==> src/design/bspl_pkg.sv <==
// ----------------------------------------------------------------------------
// bspl_pkg
// shared types and constants for the partition tree point locator
// ----------------------------------------------------------------------------
package bspl_pkg;

	localparam int MAX_NODES_DEF = 8192;
	localparam int FRACTION_BITS = 16;
	localparam int LINK_W        = 16;
	localparam int LEAF_BIT      = 15;
	localparam int LEAF_W        = 15;
	localparam int COUNT_W       = 14;
	localparam int INDEX_W       = 13;
	localparam int COORD_W       = 32;
	localparam int ENTRY_W       = 4 * COORD_W + 2 * LINK_W;

	localparam logic MODE_WRITE = 1'b0;
	localparam logic MODE_QUERY = 1'b1;

	typedef struct packed {
		logic                      mode;
		logic [INDEX_W-1:0]        node_index;
		logic signed [COORD_W-1:0] line_x;
		logic signed [COORD_W-1:0] line_y;
		logic signed [COORD_W-1:0] line_dx;
		logic signed [COORD_W-1:0] line_dy;
		logic [LINK_W-1:0]         front_child;
		logic [LINK_W-1:0]         back_child;
		logic signed [COORD_W-1:0] point_x;
		logic signed [COORD_W-1:0] point_y;
	} item_t;

	typedef struct packed {
		logic  valid;
		logic  is_query;
		logic  in_range;
		item_t item;
	} queue_head_t;

endpackage

==> src/design/bspl_ifs.sv <==
// ----------------------------------------------------------------------------
// bspl interfaces
// request, response and configuration channels
// ----------------------------------------------------------------------------
interface bspl_req_if;
	logic                                      valid;
	logic                                      ready;
	logic                                      mode;
	logic [bspl_pkg::INDEX_W-1:0]              node_index;
	logic signed [bspl_pkg::COORD_W-1:0]       line_x;
	logic signed [bspl_pkg::COORD_W-1:0]       line_y;
	logic signed [bspl_pkg::COORD_W-1:0]       line_dx;
	logic signed [bspl_pkg::COORD_W-1:0]       line_dy;
	logic [bspl_pkg::LINK_W-1:0]               front_child;
	logic [bspl_pkg::LINK_W-1:0]               back_child;
	logic signed [bspl_pkg::COORD_W-1:0]       point_x;
	logic signed [bspl_pkg::COORD_W-1:0]       point_y;
	modport source (output valid, mode, node_index, line_x, line_y, line_dx, line_dy,
		front_child, back_child, point_x, point_y, input ready);
	modport sink (input valid, mode, node_index, line_x, line_y, line_dx, line_dy,
		front_child, back_child, point_x, point_y, output ready);
endinterface


==> src/design/bspl_front.sv <==
// ----------------------------------------------------------------------------
// bspl_front
// accepts items, classifies them and holds them in a two entry queue
// ----------------------------------------------------------------------------
module bspl_front #(
	parameter int MAX_NODES = bspl_pkg::MAX_NODES_DEF
) (
	input  logic                 clk,
	input  logic                 arst_n,
	bspl_req_if.sink             req,
	output bspl_pkg::queue_head_t head,
	input  logic                 pop
);
	bspl_pkg::item_t    ent_q [2];
	logic               wr_ptr_q, rd_ptr_q;
	logic [1:0]         cnt_q;
	logic               push;
	bspl_pkg::item_t    in_item;

	assign req.ready = (cnt_q != 2'd2);
	assign push      = req.valid && req.ready;

	always_comb begin
		in_item.mode        = req.mode;
		in_item.node_index  = req.node_index;
		in_item.line_x      = req.line_x;
		in_item.line_y      = req.line_y;
		in_item.line_dx     = req.line_dx;
		in_item.line_dy     = req.line_dy;
		in_item.front_child = req.front_child;
		in_item.back_child  = req.back_child;
		in_item.point_x     = req.point_x;
		in_item.point_y     = req.point_y;
	end

	always_comb begin
		head.valid    = (cnt_q != 2'd0);
		head.item     = ent_q[rd_ptr_q];
		head.is_query = (ent_q[rd_ptr_q].mode == bspl_pkg::MODE_QUERY);
		head.in_range = ({3'b0, ent_q[rd_ptr_q].node_index} < 16'(MAX_NODES));
	end

	always_ff @(posedge clk) begin
		if (push) begin
			ent_q[wr_ptr_q] <= in_item;
		end
	end

	always_ff @(posedge clk or negedge arst_n) begin
		if (!arst_n) begin
			wr_ptr_q <= 1'b0;
			rd_ptr_q <= 1'b0;
			cnt_q    <= 2'd0;
		end else begin
			if (push) begin
				wr_ptr_q <= ~wr_ptr_q;
			end
			if (pop) begin
				rd_ptr_q <= ~rd_ptr_q;
			end
			cnt_q <= cnt_q + 2'(push) - 2'(pop);
		end
	end

`ifndef ASSERT_OFF
	a_no_pop_empty: assert property (@(posedge clk) disable iff (!arst_n)
		pop |-> head.valid) else $error("pop from empty queue");
	a_cnt_bound: assert property (@(posedge clk) disable iff (!arst_n)
		cnt_q != 2'd3) else $error("queue count overflow");
	a_full_stall: assert property (@(posedge clk) disable iff (!arst_n)
		(cnt_q == 2'd2) |-> !req.ready) else $error("ready while full");
`endif
endmodule

==> src/flat_wrapper.sv <==
// flat-port wrapper written by rule: the top's interface ports become plain ports
module bspl_front_flat 
#(
	parameter int MAX_NODES = bspl_pkg::MAX_NODES_DEF
)
  (clk, arst_n, head, pop, req_valid, req_mode, req_node_index, req_line_x, req_line_y, req_line_dx, req_line_dy, req_front_child, req_back_child, req_point_x, req_point_y, req_ready);
  bspl_req_if req_i ();
  input  logic clk;
  input  logic arst_n;
  output bspl_pkg::queue_head_t head;
  input  logic pop;
  input wire logic [$bits(req_i.valid)-1:0] req_valid;
  input wire logic [$bits(req_i.mode)-1:0] req_mode;
  input wire logic [$bits(req_i.node_index)-1:0] req_node_index;
  input wire logic [$bits(req_i.line_x)-1:0] req_line_x;
  input wire logic [$bits(req_i.line_y)-1:0] req_line_y;
  input wire logic [$bits(req_i.line_dx)-1:0] req_line_dx;
  input wire logic [$bits(req_i.line_dy)-1:0] req_line_dy;
  input wire logic [$bits(req_i.front_child)-1:0] req_front_child;
  input wire logic [$bits(req_i.back_child)-1:0] req_back_child;
  input wire logic [$bits(req_i.point_x)-1:0] req_point_x;
  input wire logic [$bits(req_i.point_y)-1:0] req_point_y;
  output wire logic [$bits(req_i.ready)-1:0] req_ready;
  assign req_i.valid = req_valid;
  assign req_i.mode = req_mode;
  assign req_i.node_index = req_node_index;
  assign req_i.line_x = req_line_x;
  assign req_i.line_y = req_line_y;
  assign req_i.line_dx = req_line_dx;
  assign req_i.line_dy = req_line_dy;
  assign req_i.front_child = req_front_child;
  assign req_i.back_child = req_back_child;
  assign req_i.point_x = req_point_x;
  assign req_i.point_y = req_point_y;
  assign req_ready = req_i.ready;
  bspl_front #(.MAX_NODES(MAX_NODES)) u_core (.clk(clk), .arst_n(arst_n), .req(req_i), .head(head), .pop(pop));
endmodule
==> config.mk <==
export PLATFORM = sky130hd
export DESIGN_NAME = bspl_front_flat
export DESIGN_NICKNAME = d
export VERILOG_FILES = /design/src/design/bspl_pkg.sv /design/src/design/bspl_ifs.sv /design/src/design/bspl_front.sv /design/src/flat_wrapper.sv
export SDC_FILE = /design/constraint.sdc
export NUM_CORES = 1
export LEC_CHECK = 0
export ABC_AREA = 1
export BUFFER_PORTS_ARGS = -buffer_cell sky130_fd_sc_hd__buf_2
export CAP_MARGIN = 20
export CORE_UTILIZATION = 40
export DETAILED_ROUTE_END_ITERATION = 8
export PLACE_DENSITY = 0.66
export SLEW_MARGIN = 20
export SYNTH_ARGS = -nofsm -noshare
export SYNTH_HDL_FRONTEND = slang
export SYNTH_SLANG_ARGS = --single-unit
export TNS_END_PERCENT = 1
==> constraint.sdc <==
create_clock -name clk -period 11.3 [get_ports clk]
set_input_delay 2.26 -clock clk [delete_from_list [all_inputs] [get_ports clk]]
set_output_delay 2.26 -clock clk [all_outputs]
set_load 0.02 [all_outputs]
# [Word level (Yosys, flattened, before mapping)]
# Memory sizes are Yosys's and may differ from the RTL's.
# Cells that the tools add are included.
[op_classes] addsub=2 n_eq_ne=1 mux=2 bitwise_logic=2 reduce_logical=2
[op_table] operator="$add A2 B1 Y2" n=1
[op_table] operator="$mux W1" n=2
[op_table] operator="$ne A2 B2 Y1 const B" n=1
[op_table] operator="$not A1 Y1" n=2
[op_table] operator="$reduce_bool A2 Y1" n=1
[op_table] operator="$sub A2 B1 Y2" n=1
[op_table] operator="$logic_and A1 B1 Y1" n=1
[totals] regBits=4 mem_bits_rw=476 inputBits=242 out_inout_bits=242 n_memories=1
[mem_list] name="u_core.ent_q" depth=2 word_bits=238 rd=1 rd_clocked_by_memory_dff=0 wr=1 line="bspl_front.sv:14" rtl="bspl_pkg::item_t ent_q [2];"

# [Longest topological paths before layout]
[depth] depth_word=4 ltp_mapped=8 ltp_nobuf=8

# [Least setup slack after synthesis]
# OpenSTA, ideal clock, no wires.
[synth_path] kind="input to register" start="in req_valid" end="mem u_core.ent_q[1][0] in the netlist's numbering, enable pin" arrival_time_ps=12251 path_slack_ps=-1794 cell_stages=2 path_cell_list="nand2_1 nor2_1"
[synth_via] elab_chain_cells=3
[synth_lines] element="from (decl)" line="flat_wrapper.sv:12" rtl="input wire logic [$bits(req_i.valid)-1:0] req_valid;"
[synth_lines] element="$logic_and A1 B1 Y1" line="bspl_front.sv:21" rtl="assign push = req.valid && req.ready;"
[synth_lines] element="$mux W1" line="bspl_front.sv:44" rtl="if (push) begin"
[synth_lines] element="$mux W1 (implied by the code)" line="bspl_front.sv:45" rtl="ent_q[wr_ptr_q] <= in_item;"
[synth_lines] element="to (decl)" line="bspl_front.sv:14"
# Every way passes these cells.

==> run_results.csv <==
group,metric,value,unit
global_route,grt-ovfl-total,0,
floorplanning,dieArea,46600,µm²
clock_network,cts_buffers,50,
pwr,p_sw_share,31.8,%
job,maxCapViolCount,0,
floorplanning,die_y,216,µm
pwr,combPwrFrac,34.3,%
route,antenna_left,0,
timing,hold_viol,0,
clock_network,tritoncts,"built",
pwr,switchingPower,2.01,mW
worst_setup_path,arrival,3.22,ns
clock_network,cts_num_sinks,480,
floorplanning,die_x,216,µm
worst_setup_path,critPathCaptureType,"primary output",
pwr,clockPowerShare,25.0,%
yosys,syn_nets,1016,
timing,max_slew_margin,24.3,%
yosys,synthCells,773,
pwr,internal-power,4.31,mW
timing,slew_viol_final,0,
floorplanning,placementRows,78,
yosys,yosys.area.top_type,"edfxtp_1",
worst_setup_path,crit_path_start_kind,"flip-flop",
worst_setup_path,worst-path-max-fanout,61,
clock_network,cts_setup_buffers,0,
global_route,grt_pass1_wl,52600,µm
worst_setup_path,max_stage_delay,1.09,ns
timing,hold_ws,0.584,ns
global_route,grt_use_total,14.8,%
worst_setup_path,path_cells,"buf_4, mux2_2, buf_2",
route,drc,0,
finish,syn2layout_area_growth,24.8,%
clock_network,cts_resized,0,
finish,nets,1529,
clock_network,worst_skew_pair.late_latency,0.56,ns
global_route,antenna_found_initial,9,
pwr,ir_drop,0.215,mV
pwr,leakage,9.08,nW
yosys,ys_ff_latch,480,
yosys,synth.distinct_cells,17,
worst_setup_path,critPathKind,"reg -> out",
route,viasPerCell,4.62,
yosys,syn_area_per_cell,23.7,µm²
finish,drive_gt1_share,60.1,%
global_route,grt_max_degree,167,
yosys,syn_area,18300,µm²
place,dp_cells,1834,
timing,setup_violations,0,
route,initialDrtViolationCount,511,
worst_setup_path,crit_path_top_delay_cell,"dfrtp_4",
floorplanning,pin_count,484,
timing,fin_crit,5.48,ns
route,avgRoutedWirePerCell,18.5,µm
place,io_buffers,482,
place,dpl_cell_area,21200,µm²
finish,stdcell_area,22800,µm²
finish,fill_cells,3710,
clock_network,cts_root_buf,"clkbuf_16",
clock_network,cts_hold_buf,0,
status,status,"finished clean",
timing,timing.final.crit_share,48.5,%
clock_network,htree_levels,2,
pwr,pwr-share-seq,40.7,%
pwr,power_density,277,nW/µm²
worst_setup_path,worstPathRequired,9.04,ns
clock_network,cts.path.max_buffers,3,
floorplanning,core_area,45300,µm²
place,dp_slack,6.37,ns
timing,finalWorstSetupSlack,5.82,ns
floorplanning,initial_core_util,40.4,%
yosys,synth_seq_area_share,78.6,%
yosys,synth_top_area_share,78.1,%
place,dp_hpwl,23600,µm
worst_hold_path,hold_class,"reg -> reg",
place,gp_congestion,0.744,
timing,timing.fmax,0.182,GHz
yosys,yosysWarnings,0,
finish,fin_cells,1932,
pwr,finalPower,6.32,mW
route,totalWireLength,35700,µm
clock_network,clkTransAtPathRegs,0.06,ns
global_route,first_global_vias,9270,
route,drt_first_pass_iters,6,
timing,worst_clock_skew,0.00898,ns
yosys,synth_area_leaders,"edfxtp_1 78%, mux2_4 17%, mux2_2 2.2%, buf_8 0.90%, buf_6 0.80%",
timing,worst_slew_pin_slew,1.14,ns
timing,rsz0062_at_grt,"no",
route,dr_total_vias,8917,
[power groups by stage]
stage          Sequential, mW  Clock, mW  Combinational [mW]
2_1_floorplan            2.66          0                1.69
3_3_place_gp             2.59          0                2.19
3_5_place_dp             2.61          0                2.19
4_1_cts                  2.58       1.63                2.20
5_1_grt                  2.61       1.70                2.28
6_report                 2.57       1.58                2.17
[cell usage after synthesis (all sizes together)]
cell	instances
a21oi	1
buf	29
conb	1
dfrtp	4
edfxtp	476
ha	1
inv	7
mux2	238
nand2	8
nand3	2
nor2	4
xor2	2
[logic make-up after synthesis]
kind of cell	synth area share, %
buffers and inverters	2.09
xor gates and xnor gates	0.0957
adders and majority gates	0.0683
and+or+nand+nor	0.301
muxes	18.8
DFF	78.6
other	0.0205
AOI/OAI and AO/OA	0.0273
[metal layers]
metal | GRT usage, % | up-vias | routed length (µm)
met5 | 0 | - | 37
met4 | 6.24 | 6 | 886
met3 | 5.19 | 59 | 3110
met2 | 25.4 | 330 | 18200
met1 | 16.6 | 4421 | 13500
li1 | - | 4101 | -
[cells in the final DEF, fill, tap and decap left out, types with 2 or more instances in the layout]
cell type / n
bufinv_16: 4
mux2_4: 202
inv_8: 2
clkinv_1: 16
inv_1: 7
nor2_4: 2
nand2_1: 8
xor2_1: 2
buf_2: 482
buf_12: 2
edfxtp_1: 476
dfrtp_1: 3
diode_2: 6
clkbuf_16: 53
mux2_2: 36
clkinv_2: 5
nand3_1: 2
buf_4: 6
clkbuf_1: 10
nor2_1: 2
[final cells by class]
cell class | count | area (µm²) | share of cell area [%]
Multi-Input combinational cell | 257 | 3550 | 15.5
Tap cell | 600 | 751 | 3.29
Timing Repair Buffer | 490 | 2500 | 10.9
Inverter | 7 | 26.3 | 0.115
Clock inverter | 29 | 244 | 1.07
Clock buffer | 63 | 1360 | 5.97
Antenna cell | 6 | 15.0 | 0.0657
Sequential cell | 480 | 14400 | 63.0
[final timing paths]
check                      cells past startpoint  slack (ns)                         from                             end
max                                            3        5.82  u_core.rd_ptr_q$_DFFE_PN0P_                        head[13]
min                                            2        0.58  u_core.wr_ptr_q$_DFFE_PN0P_     u_core.wr_ptr_q$_DFFE_PN0P_
max reg2reg                                    5        8.41    u_core.cnt_q[1]$_DFF_PN0_  u_core.ent_q[1][149]$_DFFE_PP_
min reg2reg                                    2        0.58  u_core.wr_ptr_q$_DFFE_PN0P_     u_core.wr_ptr_q$_DFFE_PN0P_
max in group asynchronous                      1        9.64                       arst_n     u_core.rd_ptr_q$_DFFE_PN0P_
min in group asynchronous                      1        1.50                       arst_n       u_core.cnt_q[1]$_DFF_PN0_
[stage by stage]
step                      util [%]  TNS (ns)
after global placement        46.9         0
after detailed placement      46.9         0
final                         50.4         0
after global routing          50.4         0
after CTS                     50.4         0
after floorplan                  -   -422.73
[flip-flops by register name, summed over array words and instances, names as in the netlist]
register	cells
u_core.cnt_q	2
u_core.wr_ptr_q	1
u_core.ent_q	476
u_core.rd_ptr_q	1
[critical path: cells and delay by family (launching register included)]
| family | cells | cell delay, ns |
|---|---|---|
| flops | 1 | 1.09 |
| mux | 1 | 0.41 |
| buf+inv | 2 | 1.05 |
No activity file was read; power rests on OpenSTA's default activity.
